--- src/rtl/core/pfc_pkg.sv ---
`default_nettype none

package pfc_pkg;

    localparam int SAMPLE_W = 8;
    localparam int SUM_W    = 18;
    localparam int RECIP_W  = 19;
    localparam int PROD_W   = SUM_W + RECIP_W;
    localparam int RECIP_SH = 28;
    localparam int WORD_W   = 32;
    localparam int COUNT_W  = 3;
    localparam int DEPTH_W  = 6;
    localparam int INDEX_W  = 2;

    localparam logic [INDEX_W-1:0] CFG_COLOR_INPUT = 2'd0;
    localparam logic [INDEX_W-1:0] CFG_DEPTH_BITS  = 2'd1;
    localparam logic [INDEX_W-1:0] CFG_YUV_OUTPUT  = 2'd2;
    localparam logic [INDEX_W-1:0] CFG_YUV_ORDER   = 2'd3;

    localparam logic [DEPTH_W-1:0] DEPTH_16 = 6'd16;
    localparam logic [DEPTH_W-1:0] DEPTH_24 = 6'd24;
    localparam logic [DEPTH_W-1:0] DEPTH_32 = 6'd32;

    localparam logic [SUM_W-1:0] K_YR   = 18'd299;
    localparam logic [SUM_W-1:0] K_YG   = 18'd587;
    localparam logic [SUM_W-1:0] K_YB   = 18'd114;
    localparam logic [SUM_W-1:0] K_BIAS = 18'd128000;
    localparam logic [SUM_W-1:0] K_UR   = 18'd169;
    localparam logic [SUM_W-1:0] K_UG   = 18'd331;
    localparam logic [SUM_W-1:0] K_HALF = 18'd500;
    localparam logic [SUM_W-1:0] K_VG   = 18'd419;
    localparam logic [SUM_W-1:0] K_VB   = 18'd81;

    // ceil(2^28 / 1000): exact floor division for numerators below 2^18
    localparam logic [RECIP_W-1:0] RECIP_1000 = 19'd268436;

    localparam logic [SAMPLE_W-1:0] Y_MIN  = 8'd16;
    localparam logic [SAMPLE_W-1:0] Y_MAX  = 8'd235;
    localparam logic [SAMPLE_W-1:0] UV_MIN = 8'd16;
    localparam logic [SAMPLE_W-1:0] UV_MAX = 8'd240;

    localparam logic [COUNT_W-1:0] COUNT_2 = 3'd2;
    localparam logic [COUNT_W-1:0] COUNT_3 = 3'd3;
    localparam logic [COUNT_W-1:0] COUNT_4 = 3'd4;

    typedef struct packed {
        logic                color_input;
        logic [DEPTH_W-1:0]  depth_bits;
        logic                yuv_output;
        logic                yuv_order;
    } cfg_t;

    typedef struct packed {
        logic [SAMPLE_W-1:0] r;
        logic [SAMPLE_W-1:0] g;
        logic [SAMPLE_W-1:0] b;
        logic                le;
    } pix_t;

    typedef struct packed {
        logic [SUM_W-1:0] y;
        logic [SUM_W-1:0] u;
        logic [SUM_W-1:0] v;
        pix_t             pix;
    } sum_t;

    typedef struct packed {
        logic [SAMPLE_W-1:0] y;
        logic [SAMPLE_W-1:0] u;
        logic [SAMPLE_W-1:0] v;
        pix_t                pix;
    } quo_t;

endpackage

`default_nettype wire

--- src/rtl/core/pixel_format_converter.sv ---
`default_nettype none

// Channel   Direction  Content
// s_axis    in         tdata: red, green, blue (low to high); tlast: line end
// m_axis    out        tdata: pixel word, byte count (low to high); tlast: line end
// cfg       in         write enable, register index, write data
//
// Four register stages: input capture, weighted sums, divide by 1000 through a
// reciprocal multiply, then clamp and pack. One pixel per clock while m_axis is
// not stalled. Reset clears all valid bits and loads the register defaults.
// A stall on m_axis holds each full stage; bubbles are squeezed out upstream.
// A pixel taken with an invalid depth setting is dropped at input capture.

module pixel_format_converter
(
    input  wire logic        clk,
    input  wire logic        rst_n,
    input  wire logic        s_axis_tvalid,
    output logic             s_axis_tready,
    input  wire logic [23:0] s_axis_tdata,   // red_sample, green_sample, blue_sample
    input  wire logic        s_axis_tlast,
    output logic             m_axis_tvalid,
    input  wire logic        m_axis_tready,
    output logic [39:0]      m_axis_tdata,   // pixel_word, byte_count, zero pad
    output logic             m_axis_tlast,
    input  wire logic        cfg_we,
    input  wire logic [1:0]  cfg_index,
    input  wire logic [5:0]  cfg_data
);

    pfc_pkg::cfg_t                 cfg_reg;
    logic                          in_valid_reg;
    pfc_pkg::pix_t                 in_data_reg;
    pfc_pkg::pix_t                 in_data_next;
    logic                          in_ready;
    logic                          depth_ok;
    logic                          sum_ready;
    logic                          sum_valid;
    pfc_pkg::sum_t                 sum_data;
    logic                          div_ready;
    logic                          div_valid;
    pfc_pkg::quo_t                 div_data;
    logic                          pack_ready;
    logic [pfc_pkg::WORD_W-1:0]    out_word;
    logic [pfc_pkg::COUNT_W-1:0]   out_count;

    always_ff @(posedge clk or negedge rst_n)
    begin
        if (!rst_n)
        begin
            cfg_reg.color_input <= 1'b1;
            cfg_reg.depth_bits  <= pfc_pkg::DEPTH_24;
            cfg_reg.yuv_output  <= 1'b0;
            cfg_reg.yuv_order   <= 1'b0;
        end
        else if (cfg_we)
        begin
            unique case (cfg_index)
                pfc_pkg::CFG_COLOR_INPUT: cfg_reg.color_input <= cfg_data[0];
                pfc_pkg::CFG_DEPTH_BITS:  cfg_reg.depth_bits  <= cfg_data;
                pfc_pkg::CFG_YUV_OUTPUT:  cfg_reg.yuv_output  <= cfg_data[0];
                pfc_pkg::CFG_YUV_ORDER:   cfg_reg.yuv_order   <= cfg_data[0];
                default:                  cfg_reg <= cfg_reg;
            endcase
        end
    end

    assign depth_ok = (cfg_reg.depth_bits == pfc_pkg::DEPTH_16)
                   || (cfg_reg.depth_bits == pfc_pkg::DEPTH_24)
                   || (cfg_reg.depth_bits == pfc_pkg::DEPTH_32);

    assign in_ready      = !in_valid_reg || sum_ready;
    assign s_axis_tready = in_ready;

    always_comb
    begin
        in_data_next.r  = s_axis_tdata[7:0];
        in_data_next.g  = cfg_reg.color_input ? s_axis_tdata[15:8]  : s_axis_tdata[7:0];
        in_data_next.b  = cfg_reg.color_input ? s_axis_tdata[23:16] : s_axis_tdata[7:0];
        in_data_next.le = s_axis_tlast;
    end

    always_ff @(posedge clk or negedge rst_n)
    begin
        if (!rst_n)
        begin
            in_valid_reg <= 1'b0;
        end
        else if (in_ready)
        begin
            in_valid_reg <= s_axis_tvalid && depth_ok;
        end
    end

    always_ff @(posedge clk)
    begin
        if (in_ready && s_axis_tvalid)
        begin
            in_data_reg <= in_data_next;
        end
    end

    pfc_sum u_sum
    (
        .clk       (clk),
        .rst_n     (rst_n),
        .in_valid  (in_valid_reg),
        .in_ready  (sum_ready),
        .in_data   (in_data_reg),
        .out_valid (sum_valid),
        .out_ready (div_ready),
        .out_data  (sum_data)
    );

    pfc_div u_div
    (
        .clk       (clk),
        .rst_n     (rst_n),
        .in_valid  (sum_valid),
        .in_ready  (div_ready),
        .in_data   (sum_data),
        .out_valid (div_valid),
        .out_ready (pack_ready),
        .out_data  (div_data)
    );

    pfc_pack u_pack
    (
        .clk       (clk),
        .rst_n     (rst_n),
        .cfg       (cfg_reg),
        .in_valid  (div_valid),
        .in_ready  (pack_ready),
        .in_data   (div_data),
        .out_valid (m_axis_tvalid),
        .out_ready (m_axis_tready),
        .out_word  (out_word),
        .out_count (out_count),
        .out_last  (m_axis_tlast)
    );

    assign m_axis_tdata = {5'd0, out_count, out_word};

endmodule

`default_nettype wire

--- src/rtl/core/pfc_sum.sv ---
`default_nettype none

module pfc_sum
(
    input  wire logic          clk,
    input  wire logic          rst_n,
    input  wire logic          in_valid,
    output logic               in_ready,
    input  pfc_pkg::pix_t      in_data,
    output logic               out_valid,
    input  wire logic          out_ready,
    output pfc_pkg::sum_t      out_data
);

    logic                  valid_reg;
    pfc_pkg::sum_t         data_reg;
    pfc_pkg::sum_t         data_next;
    logic [pfc_pkg::SUM_W-1:0] r_ext;
    logic [pfc_pkg::SUM_W-1:0] g_ext;
    logic [pfc_pkg::SUM_W-1:0] b_ext;

    assign in_ready  = !valid_reg || out_ready;
    assign out_valid = valid_reg;
    assign out_data  = data_reg;

    always_comb
    begin
        r_ext = pfc_pkg::SUM_W'(in_data.r);
        g_ext = pfc_pkg::SUM_W'(in_data.g);
        b_ext = pfc_pkg::SUM_W'(in_data.b);
        // U and V numerators never go below 500, so modulo arithmetic is exact
        data_next.y   = pfc_pkg::K_YR * r_ext + pfc_pkg::K_YG * g_ext
                      + pfc_pkg::K_YB * b_ext;
        data_next.u   = pfc_pkg::K_BIAS + pfc_pkg::K_HALF * b_ext
                      - pfc_pkg::K_UR * r_ext - pfc_pkg::K_UG * g_ext;
        data_next.v   = pfc_pkg::K_BIAS + pfc_pkg::K_HALF * r_ext
                      - pfc_pkg::K_VG * g_ext - pfc_pkg::K_VB * b_ext;
        data_next.pix = in_data;
    end

    always_ff @(posedge clk or negedge rst_n)
    begin
        if (!rst_n)
        begin
            valid_reg <= 1'b0;
        end
        else if (in_ready)
        begin
            valid_reg <= in_valid;
        end
    end

    always_ff @(posedge clk)
    begin
        if (in_ready && in_valid)
        begin
            data_reg <= data_next;
        end
    end

endmodule

`default_nettype wire

--- src/rtl/core/pfc_div.sv ---
`default_nettype none

module pfc_div
(
    input  wire logic          clk,
    input  wire logic          rst_n,
    input  wire logic          in_valid,
    output logic               in_ready,
    input  pfc_pkg::sum_t      in_data,
    output logic               out_valid,
    input  wire logic          out_ready,
    output pfc_pkg::quo_t      out_data
);

    logic                       valid_reg;
    pfc_pkg::quo_t              data_reg;
    pfc_pkg::quo_t              data_next;
    logic [pfc_pkg::PROD_W-1:0] y_prod;
    logic [pfc_pkg::PROD_W-1:0] u_prod;
    logic [pfc_pkg::PROD_W-1:0] v_prod;

    assign in_ready  = !valid_reg || out_ready;
    assign out_valid = valid_reg;
    assign out_data  = data_reg;

    always_comb
    begin
        y_prod = pfc_pkg::PROD_W'(in_data.y) * pfc_pkg::PROD_W'(pfc_pkg::RECIP_1000);
        u_prod = pfc_pkg::PROD_W'(in_data.u) * pfc_pkg::PROD_W'(pfc_pkg::RECIP_1000);
        v_prod = pfc_pkg::PROD_W'(in_data.v) * pfc_pkg::PROD_W'(pfc_pkg::RECIP_1000);
        data_next.y   = y_prod[pfc_pkg::RECIP_SH +: pfc_pkg::SAMPLE_W];
        data_next.u   = u_prod[pfc_pkg::RECIP_SH +: pfc_pkg::SAMPLE_W];
        data_next.v   = v_prod[pfc_pkg::RECIP_SH +: pfc_pkg::SAMPLE_W];
        data_next.pix = in_data.pix;
    end

    always_ff @(posedge clk or negedge rst_n)
    begin
        if (!rst_n)
        begin
            valid_reg <= 1'b0;
        end
        else if (in_ready)
        begin
            valid_reg <= in_valid;
        end
    end

    always_ff @(posedge clk)
    begin
        if (in_ready && in_valid)
        begin
            data_reg <= data_next;
        end
    end

endmodule

`default_nettype wire

--- src/rtl/core/pfc_pack.sv ---
`default_nettype none

module pfc_pack
(
    input  wire logic                          clk,
    input  wire logic                          rst_n,
    input  pfc_pkg::cfg_t                      cfg,
    input  wire logic                          in_valid,
    output logic                               in_ready,
    input  pfc_pkg::quo_t                      in_data,
    output logic                               out_valid,
    input  wire logic                          out_ready,
    output logic [pfc_pkg::WORD_W-1:0]         out_word,
    output logic [pfc_pkg::COUNT_W-1:0]        out_count,
    output logic                               out_last
);

    logic                          valid_reg;
    logic [pfc_pkg::WORD_W-1:0]    word_reg;
    logic [pfc_pkg::WORD_W-1:0]    word_next;
    logic [pfc_pkg::COUNT_W-1:0]   count_reg;
    logic [pfc_pkg::COUNT_W-1:0]   count_next;
    logic                          last_reg;
    logic [pfc_pkg::SAMPLE_W-1:0]  y_c;
    logic [pfc_pkg::SAMPLE_W-1:0]  u_c;
    logic [pfc_pkg::SAMPLE_W-1:0]  v_c;

    assign in_ready  = !valid_reg || out_ready;
    assign out_valid = valid_reg;
    assign out_word  = word_reg;
    assign out_count = count_reg;
    assign out_last  = last_reg;

    always_comb
    begin
        priority if (in_data.y < pfc_pkg::Y_MIN)      y_c = pfc_pkg::Y_MIN;
        else if (in_data.y > pfc_pkg::Y_MAX)          y_c = pfc_pkg::Y_MAX;
        else                                          y_c = in_data.y;

        priority if (in_data.u < pfc_pkg::UV_MIN)     u_c = pfc_pkg::UV_MIN;
        else if (in_data.u > pfc_pkg::UV_MAX)         u_c = pfc_pkg::UV_MAX;
        else                                          u_c = in_data.u;

        priority if (in_data.v < pfc_pkg::UV_MIN)     v_c = pfc_pkg::UV_MIN;
        else if (in_data.v > pfc_pkg::UV_MAX)         v_c = pfc_pkg::UV_MAX;
        else                                          v_c = in_data.v;

        priority if (cfg.yuv_output)
        begin
            word_next  = cfg.yuv_order ? {v_c, y_c, u_c, y_c} : {y_c, v_c, y_c, u_c};
            count_next = pfc_pkg::COUNT_4;
        end
        else if (cfg.depth_bits == pfc_pkg::DEPTH_16)
        begin
            word_next  = {16'd0, in_data.pix.r[7:3], in_data.pix.g[7:2], in_data.pix.b[7:3]};
            count_next = pfc_pkg::COUNT_2;
        end
        else
        begin
            word_next  = {8'd0, in_data.pix.r, in_data.pix.g, in_data.pix.b};
            count_next = (cfg.depth_bits == pfc_pkg::DEPTH_32) ? pfc_pkg::COUNT_4
                                                               : pfc_pkg::COUNT_3;
        end
    end

    always_ff @(posedge clk or negedge rst_n)
    begin
        if (!rst_n)
        begin
            valid_reg <= 1'b0;
        end
        else if (in_ready)
        begin
            valid_reg <= in_valid;
        end
    end

    always_ff @(posedge clk)
    begin
        if (in_ready && in_valid)
        begin
            word_reg  <= word_next;
            count_reg <= count_next;
            last_reg  <= in_data.pix.le;
        end
    end

endmodule

`default_nettype wire
--- config.mk ---
export PLATFORM = sky130hd
export DESIGN_NAME = pixel_format_converter
export DESIGN_NICKNAME = d
export VERILOG_FILES = /design/src/rtl/core/pfc_pkg.sv /design/src/rtl/core/pixel_format_converter.sv /design/src/rtl/core/pfc_sum.sv /design/src/rtl/core/pfc_div.sv /design/src/rtl/core/pfc_pack.sv
export SDC_FILE = /design/constraint.sdc
export NUM_CORES = 2
export LEC_CHECK = 0
export CELL_PAD_IN_SITES_DETAIL_PLACEMENT = 2
export CELL_PAD_IN_SITES_GLOBAL_PLACEMENT = 2
export CORE_MARGIN = 8
export CORE_UTILIZATION = 41
export DETAILED_ROUTE_END_ITERATION = 16
export DONT_BUFFER_PORTS = 1
export PLACE_DENSITY = 0.81
export SLEW_MARGIN = 30
export SYNTH_ARGS = -nofsm -noshare
export SYNTH_HDL_FRONTEND = slang
export SYNTH_HIERARCHICAL = 1
export SYNTH_SLANG_ARGS = --single-unit
--- constraint.sdc ---
create_clock -name clk -period 6.75 [get_ports clk]
set_input_delay 0.3375 -clock clk [delete_from_list [all_inputs] [get_ports clk]]
set_output_delay 0.3375 -clock clk [all_outputs]
set_load 0.02 [all_outputs]
Word level (Yosys, flattened, before mapping)
Cells that the tools add are included.

cells by class
  add/subtract/negate cells = 8
  equal/unequal tests = 6
  reductions and logical operators = 21
  order comparisons = 6
  multiplexer cells = 13
  multipliers = 12

operators by type and width
  kind                    number
  $mul 18x17->34 const B  3
  $mux 32                 2
  $mux 8                  8
  $mul 9x8->17 const A    3
  $mul 7x8->15 const A    3
  $add 17x17->18 const A  2
  $sub 18x17->18          2
  $gt 8x8->1 const B      3
  $lt 8x5->1 const B      3
  $mux 24                 1
  $add 17x18->18          1
  $add 18x15->18          1
  $mul 10x8->18 const A   1
  $sub 18x15->18          1
  $sub 18x16->18          1
  $mul 8x8->16 const A    1
  $mul 6x8->14 const A    1
  $eq 6x5->1 const B      2
  $reduce_and 2->1        4
  $eq 6x6->1 const B      1
  $logic_or 1x1->1        6
  $mux 3                  2
  $logic_and 1x1->1       5
  $eq 2x2->1 const B      2
  4 further kinds         7

storage, ports and cells
  word-level logic and storage cells = 96
  output and inout bits = 43
  register bits after elaboration = 202
  input bits = 38

Longest topological paths before layout
  word-level depth = 6
  gate-level depth with buffers = 27
  gate-level depth less buffers = 26

Modules after synthesis
The synthesis kept the hierarchy.

by module, submodules not included
  module                  cells an instance  seq. area each (µm²)  times used  area each (µm²)
  pfc_sum                 1426               2367.3                1           14895.5
  pfc_div                 1220               1496.4                1           12580.8
  pfc_pack                170                1106.1                1           2092.0
  pixel_format_converter  103                1004.7                1           1397.6

Worst setup path after synthesis
No wires, ideal clock.

  path type = register to register
  start point = register in_data_reg[1] in the netlist's numbering
  end point = register u_sum.data_reg, in the netlist u_sum/out_data[60], data pin
  library setup time = 277 ps
  data required time = 6473 ps
  stages on the path, launching flop included = 27
  setup slack = -712 ps
  arrival = 7184 ps
  path buffers = 0
  period minus slack after synthesis = 7462 ps
  cells stage by stage = edfxtp_1 fa_1 xor2_1 ha_1 fa_1 inv_1 fa_1 inv_1 ha_1 o21ai_0 nor2_1 o21ai_0 nor2b_1 xor2_1 fa_1 inv_1 fa_1 inv_1 fa_1 fa_1 inv_1 ha_1 a21o_1 a31o_2 or4_1 a21oi_1 o311ai_0

RTL lines
  item                      RTL line                      text
  start: declaration        pixel_format_converter.sv:33  pfc_pkg::pix_t in_data_reg;
  start signal: assignment  pixel_format_converter.sv:99  in_data_reg <= in_data_next;
  end signal: assignment    pfc_sum.sv:57                 data_reg <= data_next;
  end: declaration          pfc_sum.sv:16                 pfc_pkg::sum_t data_reg;

==> impl_metrics.tcl <==
set metrics [dict create \
    clock_latency_ps 590 \
    syn_to_final_growth_pct 14.37 \
    avgSynthCellArea_um2 10.61 \
    die_h_um 290.8 \
    gr-usage-all-layers 0.3220 \
    io_buffers 0 \
    grt.overflow.total 0 \
    synth-edff-count 188 \
    fin_area_mm2 0.03542 \
    grt_max_degree 71 \
    htreeDepth 1 \
    slew_viol_final 0 \
    ys_seq_area_frac 0.1929 \
    cts_inserted_buffers 24 \
    initial_core_util 0.4153 \
    vias 26660 \
    grt_pass1_wl_um 204800 \
    hold_depth 2 \
    setup_ws_ps -1637 \
    violations "setup timing" \
    nets 4240 \
    cts_tree "built" \
    cap_violations 0 \
    r2r_end "u_sum/out_data[60]" \
    pre_cts_ws_ps -1068 \
    ios 81 \
    r2r-start "in_data_reg[2]" \
    cp-end-kind "flip-flop" \
    worstHoldPathType "primary input to flip-flop" \
    dpl_cell_area_mm2 0.03305 \
    post-synth-top-area-cell "ha_1" \
    root_buffer "clkbuf_16" \
    die_w_um 290.8 \
    crit_buf_inv 5 \
    timing.final.hold_violations 0 \
    place_congestion 0.9115 \
    yosys_register_bits 201 \
    reg2regPathDepth 26 \
    ys_warn_count 6 \
    drt_iter0_drc 2097 \
    crit_family "adder cells" \
    whs_ps 12.55 \
    crit_arrival_ps 8700 \
    antenna_found_initial 11 \
    crit_required_ps 7060 \
    finClkSkew_ps 26.97 \
    synthArstFlopShare 0.06468 \
    clk_path_buf_depth 3 \
    first_pass_iters 7 \
    dp_hpwl_um 94340 \
    min_period_ps 8387 \
    final_common_cell "ha_1" \
    cpPeakStageDelay_ps 740 \
    ant_nets 0 \
    startpoint_type "flip-flop" \
    dpl.cell_count 3988 \
    worst_path_most_repeated_cell "fa_1" \
    hold_path_startpoint "s_axis_tdata[1]" \
    viasPerCell 6.506 \
    yosys.area.top_type_share 0.2978 \
    hold_end "in_data_reg[2]" \
    wl_um 159900 \
    netlist_area_mm2 0.03097 \
    wl_per_cell_um 39.02 \
    core_mm2 0.07457 \
    rows 100 \
    synth-main-ff-cell "edfxtp_1" \
    mostFrequentLayoutCells "ha_1, inv_1, fa_1" \
    critPathMaxFanout 2 \
    r2r_setup_slack_ps -1640 \
    outcome "finished with violations" \
    slowest_stage "fa_2" \
    criticalPathCategory "flip-flop to flip-flop" \
    grt_pass1_vias 30140 \
    worst_pin_slew_ps 1336 \
    synthCells 2919 \
    die_area_mm2 0.08458 \
    rsz0062_at_grt "true" \
    final_cells 4098 \
    yosys-top-cells-area "ha_1, fa_1, edfxtp_1, inv_1, xnor2_1" \
    clkTransAtPathRegs_ps 80 \
    post_route_cells_drive_above_1_share 0.1287 \
    setup_viol 29 \
    synth_cell_types 89 \
    slew_headroom 0.09814 \
    fin_crit_sh 1.243 \
    largest_register_ffs 78 \
    max_freq_ghz 0.1192 \
    clock-sinks 201 \
    drc 0 \
]
==> metrics by stage <==
step / utilization / setup TNS (ps)
after CTS: 0.4669 / -6118
after global routing: 0.4748 / -21770
after detailed placement: 0.4432 / -9492
after global placement: 0.4432 / -2224
after floorplan: - / -1245
final: 0.4749 / -21420
==> worst max-delay path by stage <==
| stage | endpoint | slack (ps) | start | cells after the start |
|---|---|---|---|---|
| after detailed placement | u_sum/out_data[60] | -1070 | in_data_reg[3] | 27 |
| after CTS | u_sum/out_data[60] | -840 | in_data_reg[3] | 26 |
| after floorplan | u_sum/out_data[60] | -460 | in_data_reg[1] | 26 |
| after global routing | u_sum/out_data[60] | -1660 | in_data_reg[2] | 26 |
| after global placement | u_sum/out_data[60] | -390 | in_data_reg[3] | 26 |
| final | u_sum/out_data[60] | -1640 | in_data_reg[2] | 26 |
==> metal layers <==
metal	global-route usage	share of wire
met1	0.3143	0.32
met2	0.5935	0.48
met3	0.06681	0.081
met4	0.2425	0.12
met5	0	0.00024
==> synth_stat cells (all sizes together) (8+ instances only) <==
cell / count
o31ai: 8
o2111ai: 9
and2: 15
xor2: 24
nand3: 41
and3: 9
dfrtp: 10
ha: 737
nor2b: 26
o21bai: 9
or3: 8
nand4: 18
nor3: 40
nand2: 77
edfxtp: 188
xnor2: 47
or4: 8
a2111oi: 10
mux2: 12
o211ai: 16
o21a: 12
o21ai: 58
a21oi: 83
buf: 17
a211oi: 23
clkbuf: 17
fa: 360
nand2b: 28
inv: 716
a221o: 10
mux2i: 38
a21o: 41
nor2: 82
==> cells by family after synthesis <==
| kind of cell | after synthesis | synth area share |
|---|---|---|
| AOI/OAI and AO/OA | 359 | 0.08215 |
| xor gates and xnor gates | 71 | 0.02008 |
| adders and majority gates | 1097 | 0.5305 |
| buffers and inverters | 751 | 0.09257 |
| DFF | 201 | 0.1929 |
| muxes | 50 | 0.01665 |
| other | 1 | 0.0001211 |
| and+or+nand+nor | 389 | 0.06497 |
==> worst reg2reg max path, stage by stage, from the launching register on <==
cell and delay, ps:
edfxtp_1 480, fa_1 680, xor2_2 240, ha_4 240, fa_1 570, inv_2 80
fa_1 580, inv_2 70, ha_4 260, o21ai_4 90, nor2_4 70, o21ai_2 240
nor2b_4 230, xor2_2 120, fa_1 560, inv_2 80, fa_2 740, inv_2 100
fa_1 490, fa_1 580, inv_2 80, ha_4 250, a21o_1 200, a31o_4 250
or4_4 440, a21oi_4 220, o311ai_2 160
==> timing repair <==
action                                  4_1_cts  5_1_grt
pin swaps                                    59       70
buffers inserted                             20       16
endpoints found under the setup margin       25       28
hold endpoints to repair                     39        2
hold buffers                                 24        2
gates resized for setup                     111      109
==> area by class of cell <==
cell class / count / area (um2)
sequential: 201 / 5974
antenna: 6 / 15.01
tap: 969 / 1212
fill: 7469 / 39160
multi-input combinational: 1971 / 23160
clock buffer: 29 / 640.6
timing repair buffer: 190 / 1548
clock inverter: 15 / 172.7
inverter: 717 / 2691
Power is left out: the tool's default activity adds up to more than one toggle a clock period on the data nets, which glitch-free logic cannot reach.
